--- config.mk ---
export PLATFORM = sky130hd
export DESIGN_NAME = smr_div_cell
export DESIGN_NICKNAME = d
export VERILOG_FILES = /design/src/rtl/core/smr_pkg.sv /design/src/rtl/core/smr_div_cell.sv
export SDC_FILE = /design/constraint.sdc
export NUM_CORES = 1
export LEC_CHECK = 0
export ABC_AREA = 1
export BUFFER_PORTS_ARGS = -buffer_cell sky130_fd_sc_hd__buf_4
export CAP_MARGIN = 30
export CORE_AREA = 2 2 286 288
export CTS_BUF_LIST = sky130_fd_sc_hd__clkbuf_8
export CTS_CLUSTER_SIZE = 25
export DETAILED_ROUTE_END_ITERATION = 10
export DIE_AREA = 0 0 288 290
export GPL_TIMING_DRIVEN = 0
export PLACE_DENSITY = 0.64
export RECOVER_POWER = 50
export SLEW_MARGIN = 5
export SYNTH_ARGS = -nofsm -noshare
export SYNTH_HDL_FRONTEND = slang
export SYNTH_SLANG_ARGS = --single-unit
--- constraint.sdc ---
create_clock -name i_clk -period 27.4 [get_ports i_clk]
set_input_delay 6.85 -clock i_clk [delete_from_list [all_inputs] [get_ports i_clk]]
set_output_delay 6.85 -clock i_clk [all_outputs]
set_load 0.005 [all_outputs]
--- src/rtl/core/smr_pkg.sv ---
// Shared types and constants for the spherical mirror reflection block.
// No dependencies.
package smr_pkg;

    localparam int POS_W = 32;
    localparam int CFG_IDX_W = 2;

    typedef enum logic [CFG_IDX_W-1:0] {
        CFG_CENTER_X = 2'd0,
        CFG_CENTER_Y = 2'd1,
        CFG_CENTER_Z = 2'd2
    } t_cfg_idx;

    localparam logic [POS_W-1:0] CENTER_X_RST = 32'd0;
    localparam logic [POS_W-1:0] CENTER_Y_RST = 32'd0;
    localparam logic [POS_W-1:0] CENTER_Z_RST = 32'd376176640;

    // Control that travels with every item down the pipe.
    typedef struct packed {
        logic valid;
        logic degen;
    } t_tag;

endpackage

--- src/rtl/core/smr_div_cell.sv ---
// One restoring-division cell: settles one quotient bit in each of three lanes.
// Depends on smr_pkg.
module smr_div_cell #(
    parameter int FRAC_BITS = 16,
    parameter int BIT       = 0
) (
    input  logic                        i_clk,
    input  logic                        i_rst_n,
    input  smr_pkg::t_tag               i_tag,
    output logic                        o_ready,
    input  logic signed [FRAC_BITS+2:0] i_d [3],
    input  logic [2*((60-FRAC_BITS-3)/2)+1:0] i_den,
    input  logic [(FRAC_BITS+3)+2*((60-FRAC_BITS-3)/2)+5:0] i_rem [3],
    input  logic [FRAC_BITS+4:0]        i_q [3],
    input  logic [2:0]                  i_neg,
    output smr_pkg::t_tag               o_tag,
    input  logic                        i_ready,
    output logic signed [FRAC_BITS+2:0] o_d [3],
    output logic [2*((60-FRAC_BITS-3)/2)+1:0] o_den,
    output logic [(FRAC_BITS+3)+2*((60-FRAC_BITS-3)/2)+5:0] o_rem [3],
    output logic [FRAC_BITS+4:0]        o_q [3],
    output logic [2:0]                  o_neg
);
    import smr_pkg::*;

    localparam int DIR_W = FRAC_BITS + 3;
    localparam int VB    = (60 - DIR_W) / 2;
    localparam int R_W   = DIR_W + 2 * VB + 6;
    localparam int Q_W   = DIR_W + 2;

    logic [R_W-1:0] w_sub;
    logic           adv;

    assign w_sub   = R_W'(i_den) << BIT;
    assign adv     = !o_tag.valid || i_ready;
    assign o_ready = adv;

    always_ff @(posedge i_clk) begin
        if (!i_rst_n) begin
            o_tag <= '0;
        end else if (adv) begin
            o_tag <= i_tag;
        end
    end

    always_ff @(posedge i_clk) begin
        if (adv) begin
            for (int i = 0; i < 3; i++) begin
                if (i_rem[i] >= w_sub) begin
                    o_rem[i] <= i_rem[i] - w_sub;
                    o_q[i]   <= i_q[i] | (Q_W'(1) << BIT);
                end else begin
                    o_rem[i] <= i_rem[i];
                    o_q[i]   <= i_q[i];
                end
            end
            o_d   <= i_d;
            o_den <= i_den;
            o_neg <= i_neg;
        end
    end

endmodule

==> impl_summary.log <==
[metrics] status: finished with violations
[metrics] violations in the final reports: max-capacitance violations, max-slew violations
[metrics] first-pass GRT wire length: 187 mm
[metrics] Unique masters post-synth: 36
[metrics] worst vdd rail ir drop: 0.0611 mV
[metrics] cell types with the largest area share after synthesis: edfxtp_1, nand2_1, inv_1
[metrics] overall die area: 83500 sq um
[metrics] worst reg2reg setup slack: 16490 ps
[metrics] Synth top area share: 38.5%
[metrics] Remaining DRCs: 0
[metrics] number of violations reported at the end of detailed-routing iteration 0: 2086
[metrics] multi-input combinational cell area: 13700 sq um
[metrics] maximum level of the CTS H-tree: 3
[metrics] total area of sequential cells: 10900 sq um
[metrics] hold slack final: 493 ps
[metrics] Period Utilization, post-route: 64.4%
[metrics] count of flip-flops with a built-in enable after synthesis: 360
[metrics] area of the mapped netlist: 28100 sq um
[metrics] largest fanout of any net on the critical path: 75
[metrics] capturing element of the worst setup path: o_ready
[metrics] transition time of the tightest slew-check pin: 5430 ps
[metrics] timing startpoint of the critical path: i_ready
[metrics] GRT Max-Usage Layer: met2
[metrics] core area: 80200 sq um
[metrics] cell type with the largest total area after synthesis: edfxtp_1
[metrics] final-stage net count: 5488
[metrics] pwr/cell area: 50.5 nW/um^2
[metrics] total of fill cells in the finished design: 8560
[metrics] logic depth of the worst register-to-register path: 6
[metrics] number of placed I/O pins: 728
[metrics] total design power: 1.82 mW
[metrics] Inserted Clock Buffers: 70
[metrics] number of global-route vias before repair: 28300
[metrics] Initial Utilization: 35.1%
[metrics] Final Hold Violating Endpoints: 0
[metrics] largest net degree at the start of global routing: 102
[metrics] final slew viol count: 270
[metrics] count of cells resized by post-cts repair: 0
[metrics] static leakage: 19.4 nW
[metrics] overflow left after global routing: 0
[metrics] worst slew slack as a fraction of its limit: -262%
[metrics] initial antenna violation count: 10
[metrics] minimum clock period: 17640 ps
[metrics] Final HPWL DP: 114 mm
[metrics] maximum clock frequency: 56.7 MHz
[metrics] yosys synthesis warning count: 0
[metrics] most frequently used cell type in the post-synthesis netlist: nand2_1
[metrics] category of the worst setup path launch point: input pin
[metrics] Hold Buf Count CTS: 0
[metrics] share of layout cells above drive strength 1: 17.0%
[metrics] Post-Route Skew: 35.0 ps
[metrics] critical path arrival: 10790 ps
[metrics] clock tree sinks: 362
[metrics] max-capacitance violation count: 3
[metrics] r2r startpoint: o_tag[1]$_SDFFE_PN0P_
[metrics] die extent in y: 290 um
[metrics] flip-flop cell with the highest count after synthesis: edfxtp_1
[metrics] Setup TNS Final: 0 ps
[metrics] capture point of the worst reg-to-reg path: o_d[10]$_DFFE_PP_
[metrics] Avg Vias per Cell: 4.80
[metrics] total length of routed wires: 133 mm
[metrics] residual antenna-violating net count after detailed routing: 0
[metrics] Routed wire per std cell: 21.7 um
[metrics] clock transition time at the flip-flop clock pins of the worst setup and hold paths: 60 ps
[metrics] register area share after synthesis: 38.6%
[metrics] final core occ: 45.0%
[metrics] met1 track demand over resource: 36.5%
[metrics] GR Layer Usage met3: 5.35%
[metrics] Worst EP required: 20550 ps
[metrics] Overall Global Routing Usage: 31.0%
[metrics] signed area change from the synthesized netlist to the final layout: 28.3%
[metrics] Die Wd: 288 um
[metrics] instance count of the mapped netlist: 4192
[metrics] synth cell count leaders: nand2_1, inv_1, edfxtp_1
[metrics] async set-reset flop share out of synthesis: 0%
[metrics] unrepaired setup endpoints after global routing: false
[metrics] Min-Delay Path Class: flop to flop
[metrics] average cell area after synthesis: 6.70 sq um
[metrics] met2 track utilization from global routing: 54.8%
[metrics] clk root buf: clkbuf_8
[metrics] total of buffers placed on input and output ports: 727
[metrics] worst setup path category: input pin to output pin
[metrics] total setup buffers inserted after CTS: 0
[metrics] number of nets produced by synthesis: 4686
[metrics] post-synthesis sequential element count: 362
[metrics] via total after detailed routing: 29300
[metrics] final weighted congestion of routability-driven global placement: 1.03
[metrics] number of buffers on the longest clock path: 3
[metrics] TritonCTS clock tree: yes
[metrics] detailed-router iteration count before antenna repair: 6
[metrics] number of placement rows: 104
[metrics] CP Capture Type: output pin
[metrics] Skew-Pair Late Insertion Delay: 710 ps
[metrics] final-report setup violation count: 0
==> routing by layer <==
layer	wire length (um)	share of wire (%)
met2	65200	49
met4	6230	4.7
met5	34	0.026
met1	52500	39
met3	8980	6.8
==> critical path, cell delays in order <==
cell,delay [ps]
clkbuf_4,110
nor2_1,200
clkinvlp_2,2540
buf_4,990
==> stage by stage <==
stage	setup WS, ps	cell area [sq um]	instances
after detailed placement	12660	35000	5982
after CTS	12650	36400	6109
after floorplan	6690	28100	4192
after global routing	9310	36000	6112
after global placement	2440	34900	5979
final	9760	36000	6114
==> where the power goes <==
part           internal (mW)  total, mW  switching, mW  leakage [nW]
Clock                  0.302      0.573          0.271         0.792
Combinational          0.196      0.531          0.336          14.9
Sequential             0.692      0.715         0.0225          3.74
Total                   1.19       1.82          0.629          19.4
==> logic make-up (layout without fill, tap and decap cells) <==
logic type,count (synthesis),in the layout,synth area share (%)
simple gates,2539,2539,36.9
other cells,0,5,0
xor+xnor,92,92,2.87
compound gates,176,176,3.26
buf+inv,894,1751,12.6
fa+ha+maj,129,129,5.82
flops,362,362,38.6
==> flip-flops by register name, indices dropped and copies added, names as in the netlist <==
register,cells
o_rem,195
o_q,63
o_d,57
o_den,42
o_neg,3
o_tag,2
==> worst min path at each step <==
stage	start	end	slack [ps]	depth (start not counted)
final	o_tag[0]$_SDFFE_PN0P_	o_tag[0]$_SDFFE_PN0P_	490	2
after global routing	o_tag[0]$_SDFFE_PN0P_	o_tag[0]$_SDFFE_PN0P_	540	2
after CTS	o_tag[0]$_SDFFE_PN0P_	o_tag[0]$_SDFFE_PN0P_	500	2
after detailed placement	o_tag[0]$_SDFFE_PN0P_	o_tag[0]$_SDFFE_PN0P_	480	2
after global placement	o_tag[0]$_SDFFE_PN0P_	o_tag[0]$_SDFFE_PN0P_	480	2
after floorplan	o_tag[0]$_SDFFE_PN0P_	o_tag[0]$_SDFFE_PN0P_	480	2
==> layout make-up <==
class	instances	area share (%)
well taps	1060	3.68
diodes	5	0.0347
inverters	860	8.96
clock inverters	57	1.29
clock buffers	70	2.67
plain buffers	34	0.833
repair buffers	730	14.4
multi-input cells	2936	38.1
flip-flops and latches	362	30.1
==> cells in the final DEF (no fill, tap or decap), types with 4 or more instances in the layout <==
| cell | synthesis | layout |
|---|---|---|
| and2_1 | 13 | 13 |
| nor2_4 | 4 | 4 |
| inv_1 | 849 | 867 |
| xor2_1 | 89 | 89 |
| a21oi_1 | 119 | 119 |
| nor2_1 | 349 | 349 |
| buf_6 | 14 | 14 |
| nand3b_1 | 22 | 22 |
| clkbuf_8 | 0 | 70 |
| ha_1 | 126 | 126 |
| nor3_1 | 33 | 33 |
| nand2_1 | 1832 | 1832 |
| clkinv_1 | 0 | 13 |
| nand3_1 | 154 | 154 |
| o21ai_0 | 44 | 44 |
| diode_2 | 0 | 5 |
| bufinv_16 | 0 | 6 |
| and3_1 | 13 | 13 |
| nand4_1 | 43 | 43 |
| or2_2 | 4 | 4 |
| clkbuf_1 | 0 | 86 |
| nor2_2 | 26 | 26 |
| clkbuf_4 | 0 | 281 |
| inv_2 | 11 | 11 |
| nand2_2 | 7 | 7 |
| edfxtp_1 | 360 | 360 |
| buf_2 | 9 | 9 |
| o21bai_1 | 7 | 7 |
| clkinv_2 | 0 | 9 |
| nand3_2 | 27 | 27 |
| buf_4 | 9 | 370 |
No activity file was read; power rests on OpenSTA's default activity.
