**config.mk**
```make
export PLATFORM = sky130hd
export DESIGN_NAME = smr_back
export DESIGN_NICKNAME = d
export VERILOG_FILES = /design/src/rtl/core/smr_pkg.sv /design/src/rtl/core/smr_back.sv
export SDC_FILE = /design/constraint.sdc
export NUM_CORES = 1
export LEC_CHECK = 0
export BUFFER_PORTS_ARGS = -buffer_cell sky130_fd_sc_hd__buf_2
export CAP_MARGIN = 10
export CORE_MARGIN = 2
export CORE_UTILIZATION = 25
export DETAILED_ROUTE_END_ITERATION = 16
export GPL_ROUTABILITY_DRIVEN = 0
export GPL_TIMING_DRIVEN = 0
export PLACE_DENSITY = 0.53
export SYNTH_ARGS = -nofsm -noshare
export SYNTH_HDL_FRONTEND = slang
export SYNTH_SLANG_ARGS = --single-unit
export TNS_END_PERCENT = 10
```
**constraint.sdc**
```tcl
create_clock -name i_clk -period 11.2 [get_ports i_clk]
set_input_delay 1.68 -clock i_clk [delete_from_list [all_inputs] [get_ports i_clk]]
set_output_delay 1.68 -clock i_clk [all_outputs]
set_load 0.01 [all_outputs]
```
**src/rtl/core/smr_pkg.sv**
```systemverilog
// Shared types and constants for the spherical mirror reflection block.
// No dependencies.
package smr_pkg;

    localparam int POS_W = 32;
    localparam int CFG_IDX_W = 2;

    typedef enum logic [CFG_IDX_W-1:0] {
        CFG_CENTER_X = 2'd0,
        CFG_CENTER_Y = 2'd1,
        CFG_CENTER_Z = 2'd2
    } t_cfg_idx;

    localparam logic [POS_W-1:0] CENTER_X_RST = 32'd0;
    localparam logic [POS_W-1:0] CENTER_Y_RST = 32'd0;
    localparam logic [POS_W-1:0] CENTER_Z_RST = 32'd376176640;

    // Control that travels with every item down the pipe.
    typedef struct packed {
        logic valid;
        logic degen;
    } t_tag;

endpackage

```
**src/rtl/core/smr_back.sv**
```systemverilog
// Output stage: apply sign, subtract from the incident direction, saturate; degenerate items pass the direction.
// Depends on smr_pkg.
module smr_back #(
    parameter int FRAC_BITS = 16
) (
    input  logic                        i_clk,
    input  logic                        i_rst_n,
    input  smr_pkg::t_tag               i_tag,
    output logic                        o_ready,
    input  logic signed [FRAC_BITS+2:0] i_d [3],
    input  logic [FRAC_BITS+4:0]        i_q [3],
    input  logic [2:0]                  i_neg,
    output logic                        o_valid,
    input  logic                        i_ready,
    output logic signed [FRAC_BITS+2:0] o_refl [3],
    output logic                        o_degenerate
);
    import smr_pkg::*;

    localparam int DIR_W = FRAC_BITS + 3;
    localparam int Q_W   = DIR_W + 2;
    localparam int X_W   = Q_W + 2;
    localparam logic signed [X_W-1:0] HI = X_W'((64'sd1 <<< (DIR_W - 1)) - 1);
    localparam logic signed [X_W-1:0] LO = -HI - X_W'(1);

    logic                    adv;
    logic signed [X_W-1:0]   w_qs [3];
    logic signed [X_W-1:0]   w_r [3];
    logic signed [DIR_W-1:0] n_refl [3];

    assign adv     = !o_valid || i_ready;
    assign o_ready = adv;

    always_comb begin
        for (int i = 0; i < 3; i++) begin
            w_qs[i] = i_neg[i] ? -X_W'($signed({1'b0, i_q[i]}))
                               : X_W'($signed({1'b0, i_q[i]}));
            w_r[i]  = X_W'(i_d[i]) - w_qs[i];
            if (i_tag.degen) begin
                n_refl[i] = i_d[i];
            end else if (w_r[i] > HI) begin
                n_refl[i] = DIR_W'(HI);
            end else if (w_r[i] < LO) begin
                n_refl[i] = DIR_W'(LO);
            end else begin
                n_refl[i] = DIR_W'(w_r[i]);
            end
        end
    end

    always_ff @(posedge i_clk) begin
        if (!i_rst_n) begin
            o_valid <= 1'b0;
        end else if (adv) begin
            o_valid <= i_tag.valid;
        end
    end

    always_ff @(posedge i_clk) begin
        if (adv) begin
            o_refl       <= n_refl;
            o_degenerate <= i_tag.degen;
        end
    end

endmodule

```
==> out/qor.txt, run 1 <==
Slowest stage delay, CP -> 620 ps
Period utilisation layout -> 60.2%
Unrepaired setup endpoints after global routing -> no
R2r endpoint -> o_refl[55]
Share of layout cells above drive strength 1 -> 21.4%
Hold buffer count at CTS -> 0
Post-synthesis area per instance -> 8.17 um^2
Post-synth EDFFs -> 58
Iteration-0 DRC Markers -> 438
Hold_sp -> o_valid
Critical Path AT -> 6890 ps
Antenna fix cells -> 0
Max Slew Vio Count -> 0
Min Tclk post-route -> 6740 ps
Clock latency on the worst-skew pair -> 340 ps
Max-Cap Viols -> 0
Required time worst endpoint -> 11350 ps
Peak supply drop -> 68.2 uV
Row cnt -> 63
Die H -> 176 um
Final wirelength -> 25.0 mm
GRT met2 Usage -> 25.9%
Hold Fails Final Rpt -> 0
Detailed placement HPWL -> 20.4 mm
Total grt overflow -> 0
CP Buf/Inv Count -> 1
Antenna violations before repair -> 0
Max Clock Freq -> 0.148 GHz
Synthesized Nets -> 1109
Grt met3 use -> 2.30%
Family with the most delay on the worst path -> simple AND/OR/NAND/NOR gates
Clock Root Buffer -> clkbuf_16
Vias in the first global route -> 7216
Synth async-reset ratio -> 0%
Detail Route Antenna Nets -> 0
Critical Path Source Type -> primary input
Max transition margin -> 39.9%
Worst Skew -> 8.54 ps
FF-to-FF path depth -> 1
Initial Util -> 25.2%
Syn-to-layout area delta -> 23.8%
IO Count -> 188
Num CTS Buffers -> 9
Core area -> 29500 um^2
Largest net degree at the start of global routing -> 61
Die area -> 31100 um^2
H-tree depth -> 3
Min-Delay Path Depth -> 1
Wire per inst -> 16.6 um
Reg-to-Reg Start -> o_valid
Mapped Area -> 7430 um^2
#FFs+latches synth -> 59
Leak -> 0.00393 uW
Status -> finished, final reports clean
Least-Margin Pin Slew -> 888 ps
Ys Warns -> 0
Hold Path End -> o_refl[38]
IO Port Bufs -> 187
Global-route wire length before repair -> 38.3 mm
Setup slack, reg-to-reg -> 9780 ps
Total number of vias -> 7671
CP max FO -> 10
Hold Crit Class -> reg2reg
Met1 Use GR -> 21.2%
Dominant cell type by area after synthesis -> edfxtp_1
Busiest layer in global routing -> met2
Max clock buf depth -> 2
Setup Crit Path Kind -> in2reg
DIE WIDTH -> 176 um
Crit path max-delay cell type -> o41ai_1
Layout Nets -> 1308
CP Cell Sequence -> buf_2 > or4_1 > or3_1 > o41ai_1 > o21ai_0 > nor2_1 > xor2_1 > ha_1 > a21oi_1 > nand2_1 > nor4_1 > nor2_1 > xnor2_1 > nor4_1 > o21ai_1 > o21ai_1
Aggregate negative setup slack -> 0 ps
Sequential area share after synthesis -> 23.7%
Cell count after synthesis -> 909
CP Capture Type -> flip-flop
GRT Resource Usage Total -> 15.5%
Clk sinks -> 59
Via-to-Cell Ratio -> 5.10
Overall power -> 1220 uW
Area fraction of the dominant cell type after synthesis -> 23.4%
Area contributors post-synth -> edfxtp_1 (23%), ha_1 (12%), xor2_1 (7.5%)
Resize count post-CTS -> 0
Setup bufs post-CTS -> 0
Unique masters post-synth -> 69
# DRC -> 0
Count of final setup violators -> 0
Drt pass-1 iters -> 5
Clk slew on worst S/H paths -> 50 ps
CTS tree -> yes
P per Cell Area -> 133 nW/um^2
Ys flop type -> edfxtp_1
-- flip-flops by register name, summed over array words and instances (netlist names) --
| register | flops |
|---|---|
| o_refl | 57 |
| o_degenerate | 1 |
| o_valid | 1 |
-- synth_stat cells (5+ instances only) --
| cell | n |
|---|---|
| nand2_1 | 97 |
| a21oi_1 | 87 |
| nor2_1 | 71 |
| ha_1 | 69 |
| o21ai_0 | 66 |
| xor2_1 | 64 |
| edfxtp_1 | 58 |
| xnor2_1 | 45 |
| inv_1 | 31 |
| nand2b_1 | 23 |
| a21o_1 | 20 |
| nor3_1 | 20 |
| clkbuf_1 | 19 |
| nand3_1 | 17 |
| a2bb2oi_1 | 16 |
| o31ai_1 | 16 |
| or3_1 | 15 |
| o41ai_1 | 11 |
| and3_1 | 10 |
| nor2b_1 | 10 |
| o21ai_1 | 10 |
| a31oi_1 | 9 |
| o21a_1 | 9 |
| a2bb2oi_2 | 8 |
| o211ai_1 | 8 |
| nand4_1 | 7 |
| nor4_1 | 6 |
| or4_1 | 6 |
| and2_1 | 5 |
| nor3_2 | 5 |
| or2_2 | 5 |
-- through the flow --
stage / instances / utilization (%) / setup WS (ps) / area (um^2) / hold WS, ps
5_1_grt: 1503 / 31.2 / 4020 / 9190 / 1320
3_5_place_dp: 1487 / 30.1 / 4200 / 8860 / 1260
2_1_floorplan: 909 / - / 5150 / 7430 / 1780
3_3_place_gp: 1486 / 30.0 / 3970 / 8850 / 1890
6_report: 1503 / 31.2 / 4460 / 9190 / 1220
4_1_cts: 1503 / 31.2 / 4520 / 9190 / 1260
-- area by class of cell --
| type | count | area (um^2) |
|---|---|---|
| repair buffers | 188 | 941 |
| well taps | 390 | 488 |
| inverters | 32 | 120 |
| clock inverters | 4 | 72.6 |
| plain buffers | 24 | 105 |
| clock buffers | 12 | 256 |
| fillers | 3228 | 20300 |
| flip-flops and latches | 59 | 1760 |
| multi-input cells | 794 | 5450 |
-- layout by cell type (no fill, tap or decap), drive strengths merged, types with 8 or more instances in the layout --
| cell type | Yosys | final |
|---|---|---|
| buf | 5 | 193 |
| nand2 | 98 | 98 |
| a21oi | 88 | 88 |
| o21ai | 76 | 76 |
| nor2 | 72 | 72 |
| ha | 69 | 69 |
| xor2 | 64 | 64 |
| edfxtp | 58 | 58 |
| xnor2 | 46 | 46 |
| inv | 32 | 32 |
| clkbuf | 19 | 31 |
| nor3 | 25 | 25 |
| a2bb2oi | 24 | 24 |
| nand2b | 23 | 23 |
| a21o | 20 | 20 |
| nand3 | 17 | 17 |
| o31ai | 16 | 16 |
| or3 | 15 | 15 |
| o41ai | 12 | 12 |
| nor2b | 10 | 10 |
| and3 | 10 | 10 |
| o21a | 9 | 9 |
| a31oi | 9 | 9 |
| o211ai | 8 | 8 |
-- worst max-delay path by stage --
| stage | start | to | cells past startpoint |
|---|---|---|---|
| 2_1_floorplan | i_q[24] | o_refl[19] | 17 |
| 6_report | i_q[46] | o_refl[50] | 16 |
| 3_5_place_dp | i_q[46] | o_refl[51] | 16 |
| 3_3_place_gp | i_q[24] | o_refl[30] | 18 |
| 5_1_grt | i_q[24] | o_refl[27] | 18 |
| 4_1_cts | i_q[24] | o_refl[19] | 18 |
-- layer usage --
metal	up-vias	wire length [um]	share of wire, %
met4	0	374	1.5
met1	3618	11900	47
met3	22	1300	5.2
li1	3795	-	-
met2	236	11500	46
met5	-	0	0
-- power breakdown --
group          switching, uW  internal, uW  leakage (uW)  total [uW]
Clock                    101           207      0.000159         308
Sequential              18.9           301      0.000604         320
Combinational            354           241       0.00317         595
-- logic make-up (layout without fill, tap and decap cells) --
group | count (synthesis) | in the layout | synth area share [%]
AND/OR/NAND/NOR | 304 | 304 | 20.0
multiplexers | 3 | 3 | 0.404
XOR/XNOR | 110 | 110 | 13.1
flip-flops | 59 | 59 | 23.7
buffers and inverters | 56 | 260 | 3.03
adder cells (fa/ha/maj) | 72 | 72 | 12.4
AO/OA/AOI/OAI | 305 | 305 | 27.3
Power figures use the tool's default switching activity.
==> run 2, diff against run 1 <==
PLACE_DENSITY = 0.54   (was 0.53)
clock period = 5.7 ns   (was 11.2 ns; I/O delays follow)
==> out/qor.txt, run 2 (synthesis gave the netlist of run 1 again) <==
Status -> finished, final reports clean
P per Cell Area -> 261 nW/um^2
Antenna violations before repair -> 0
Hold Fails Final Rpt -> 0
Unrepaired setup endpoints after global routing -> no
Required time worst endpoint -> 5820 ps
Iteration-0 DRC Markers -> 460
Initial Util -> 25.2%
Slowest stage delay, CP -> 570 ps
Non-Filler Instances -> 1505
Largest net degree at the start of global routing -> 61
CP most frequent cell -> a21oi_1
Hold buffer count at CTS -> 0
Final core utilization -> 31.4%
Biggest registers after layout -> o_refl: 57 flops, o_degenerate: 1 flops, o_valid: 1 flops
Layout Nets -> 1309
DIE WIDTH -> 176 um
IO Count -> 188
Max-Cap Viols -> 0
# DRC -> 0
Setup Crit Path Kind -> in2reg
Worst Skew -> 6.74 ps
Drt pass-1 iters -> 5
Commonest cells after routing, fill and taps aside -> buf_2 (189), nand2_1 (97), a21oi_1 (87)
Peak supply drop -> 129 uV
Via-to-Cell Ratio -> 5.07
Clk slew on worst S/H paths -> 50 ps
Share of layout cells above drive strength 1 -> 22.0%
Row cnt -> 63
Max transition margin -> 39.5%
CP max FO -> 10
Sequential cell area -> 1760 um^2
Area of the multi-input gates -> 5500 um^2
IO Port Bufs -> 187
Vias in the first global route -> 7252
Period utilisation layout -> 94.8%
Crit path max-delay cell type -> or4_1
Hold Crit Class -> in2reg
GRT Resource Usage Total -> 15.5%
Biggest register -> o_refl
Pre-CTS WS -> -551 ps
Detailed placement HPWL -> 20.4 mm
Max Slew Vio Count -> 0
CP Capture Type -> flip-flop
Total grt overflow -> 0
Clk sinks -> 59
Most common cell after layout, fill and taps aside -> buf_2
CP Cell Sequence -> buf_2 > or4_1 > or3_1 > o41ai_2 > o21ai_1 > xnor2_1 > ha_1 > a21oi_1 > nand2_1 > nor4_1 > o31ai_1 > a21oi_1 > xnor2_1 > clkbuf_2 > a21oi_1 > o21ai_0
Final wirelength -> 24.8 mm
Global-route wire length before repair -> 37.8 mm
Leak -> 0.00395 uW
Fill cells -> 3185
Die area -> 31100 um^2
CTS tree -> yes
Critical Path AT -> 5520 ps
Min-Delay Path Depth -> 1
Core area -> 29500 um^2
Wire per inst -> 16.5 um
Max reg flops -> 57
Syn-to-layout area delta -> 24.6%
Least-Margin Pin Slew -> 907 ps
Total number of vias -> 7632
Detail Route Antenna Nets -> 0
Min Tclk post-route -> 5400 ps
Count of final setup violators -> 0
Clock Root Buffer -> clkbuf_16
Die H -> 176 um
Max Clock Freq -> 0.185 GHz
Max clock buf depth -> 2
FF-to-FF path depth -> 1
Post-Place Cells -> 1487
Critical Path Source Type -> primary input
Num CTS Buffers -> 9
H-tree depth -> 3
Clock latency on the worst-skew pair -> 330 ps
Final WS setup -> 296 ps
==> run 2: changes by cell type in the layout (fill, tap and decap cells not counted), moves of 2 or more <==
cell | before | now
o21ai_0 | 66 | 64
buf_4 | 1 | 3
nor4_1 | 6 | 4
buf_2 | 191 | 189
==> run 2: final cells by class <==
cell class	count	area share, %
antenna	1	0.0270
sequential	59	19.0
tap	390	5.27
buffer	24	1.18
multi-input combinational	794	59.4
clock inverter	4	0.784
inverter	32	1.30
timing repair buffer	189	10.3
clock buffer	12	2.77
==> run 2: layer usage <==
metal  global-route usage (%)  vias to the layer above  wire (um)
li1                         -                     3807          -
met1                     20.7                     3558      11800
met2                     25.7                      239      11400
met3                     2.45                       28       1210
met4                     4.58                        0        413
met5                        0                        -          0
==> run 2: stage by stage <==
step                      cell area (um^2)  hold slack, ps  setup TNS, ps  total power (uW)
after floorplan                       7430             954              0              1420
after global placement                8850            1070         -16900              1800
after detailed placement              8870            1070         -12880              1800
after CTS                             9210             714              0              2430
after global routing                  9260             715              0              2580
final                                 9260             729              0              2410
==> run 2: worst paths after layout <==
path                        to     start  slack [ps]
hold / removal    o_degenerate  i_tag[0]         730
hold reg to reg     o_refl[40]   o_valid        1210
setup / recovery    o_refl[49]   i_q[46]         300
setup reg to reg     o_refl[3]   o_valid        4290
==> run 2: worst max-delay path: cells and delay by family <==
| family | cells | cell delay (ps) |
|---|---|---|
| adder cells (fa/ha/maj) | 1 | 390 |
| AND/OR/NAND/NOR | 4 | 1520 |
| AO/OA/AOI/OAI | 7 | 1740 |
| buffers and inverters | 2 | 470 |
| XOR/XNOR | 2 | 520 |
==> run 2: what timing repair did <==
action                     in CTS  in global routing
setup endpoints to repair      22                 41
setup buffers                   0                  1
resized for setup               2                 10
pin swaps                       0                  1
==> run 2: power by group <==
group / internal (uW) / switching, uW
Sequential: 592 / 37.1
Combinational: 481 / 701
Clock: 406 / 197
Total: 1480 / 935
==> run 3, diff against run 2 <==
BUFFER_PORTS_ARGS = -buffer_cell sky130_fd_sc_hd__buf_4   (was -buffer_cell sky130_fd_sc_hd__buf_2)
GPL_TIMING_DRIVEN = default   (was 0)
SETUP_SLACK_MARGIN = 0.4   (was default)
==> out/qor.txt, run 3 (synthesis gave the netlist of run 1 again) <==
FF-to-FF path depth -> 1
Hold buffer count at CTS -> 0
Num CTS Buffers -> 9
Aggregate negative setup slack -> 0 ps
Die area -> 31100 um^2
Worst Skew -> 3.11 ps
Detail Route Antenna Nets -> 0
Pre-CTS WS -> 177 ps
Status -> finished, final reports clean
Biggest register -> o_refl
Detailed placement HPWL -> 19.8 mm
DIE WIDTH -> 176 um
Unrepaired setup endpoints after global routing -> yes
Vias in the first global route -> 7270
Reg-to-Reg Start -> o_valid
H-tree depth -> 3
Biggest registers after layout -> o_refl: 57 flops, o_degenerate: 1 flops, o_valid: 1 flops
P per Cell Area -> 256 nW/um^2
IO Count -> 188
Peak supply drop -> 84.7 uV
Layout Nets -> 1302
Final wirelength -> 24.0 mm
Critical Path Source Type -> primary input
CP max FO -> 11
CP endpoint -> o_refl[31]
Row cnt -> 63
Total number of vias -> 7518
Max-Cap Viols -> 0
CP Capture Type -> flip-flop
Period utilisation layout -> 89.2%
Leak -> 0.00417 uW
Hold Fails Final Rpt -> 0
Via-to-Cell Ratio -> 5.02
Setup Crit Path Kind -> in2reg
Setup crit start -> i_q[24]
Commonest cells after routing, fill and taps aside -> buf_4 (204), nand2_1 (97), a21oi_1 (86)
Syn-to-layout area delta -> 31.5%
Area after DPL -> 9370 um^2
Die H -> 176 um
Required time worst endpoint -> 5770 ps
GRT Resource Usage Total -> 15.2%
R2r endpoint -> o_refl[5]
Drt pass-1 iters -> 5
IO Port Bufs -> 187
Hold Crit Class -> in2reg
Total grt overflow -> 0
Max Slew Vio Count -> 0
# DRC -> 0
Clock latency on the worst-skew pair -> 330 ps
Global-route wire length before repair -> 37.7 mm
Antenna violations before repair -> 0
Max transition margin -> 43.1%
Initial Util -> 25.2%
Least-Margin Pin Slew -> 853 ps
Antenna fix cells -> 0
Max reg flops -> 57
Iteration-0 DRC Markers -> 480
Final WS setup -> 617 ps
Final instance area -> 9770 um^2
Max clock buf depth -> 2
Fill cells -> 3168
Largest net degree at the start of global routing -> 61
Fin Hold WS -> 783 ps
Share of layout cells above drive strength 1 -> 23.7%
Min Tclk post-route -> 5080 ps
Count of final setup violators -> 0
Clk slew on worst S/H paths -> 50 ps
Clock Root Buffer -> clkbuf_16
Max Clock Freq -> 0.197 GHz
CTS tree -> yes
Clk sinks -> 59
Setup slack, reg-to-reg -> 4330 ps
Core area -> 29500 um^2
Most common cell after layout, fill and taps aside -> buf_4
Critical Path AT -> 5160 ps
Wire per inst -> 16.0 um
run 3: layout make-up:
class / count / area (um^2) / share of cell area [%]
Clock inverter: 5 / 75.1 / 0.768
Inverter: 32 / 120 / 1.23
Sequential cell: 59 / 1760 / 18.0
Timing Repair Buffer: 206 / 1570 / 16.1
Tap cell: 390 / 488 / 4.99
Multi-Input combinational cell: 794 / 5500 / 56.3
Clock buffer: 11 / 253 / 2.59
run 3: worst min path at each step:
stage                     depth (start not counted)      endpoint     start  slack (ps)
after floorplan                                   0  o_degenerate  i_tag[0]         950
after global placement                            3       o_valid  i_tag[1]        1120
after detailed placement                          3       o_valid  i_tag[1]        1130
after CTS                                         3       o_valid  i_tag[1]         760
after global routing                              3       o_valid  i_tag[1]         780
final                                             3       o_valid  i_tag[1]         780
run 3: power breakdown:
group          internal [uW]  total (uW)  switching (uW)
clock network            404         602             198
registers                593         635            42.4
logic                    572        1270             693
run 3: timing repair:
action	CTS	global route
endpoints found under the setup margin	0	51
buffers inserted	0	2
hold endpoints to repair	0	0
gates resized for setup	0	11
run 3: worst max-delay path, cell delays in order:
cell and delay (ps):
buf_4 130, nor4_1 270, buf_4 170, nand2_1 50, or3_1 400, or3_1 350, or3_1 370, o31ai_2 220
xor2_1 200, ha_2 330, and3_1 210, o21ai_0 90, nand3_1 110, or3_1 400, a2111oi_2 370, nand3_1 140
a21oi_2 180, buf_4 210, a2bb2oi_1 90
run 3: per-stage QoR:
step / cells / util (%) / total power (uW)
final: 1497 / 33.1 / 2500
after global routing: 1497 / 33.1 / 2690
after CTS: 1495 / 32.9 / 2510
after detailed placement: 1479 / 31.8 / 1890
after global placement: 1479 / 31.8 / 1890
after floorplan: 909 / - / 1420
run 3: per-layer routing:
layer / wire, um / global-route usage, % / vias up
li1: - / - / 3781
met1: 11000 / 20.1 / 3493
met2: 11300 / 25.7 / 221
met3: 1310 / 2.37 / 23
met4: 361 / 3.96 / 0
met5: 0 / 0 / -
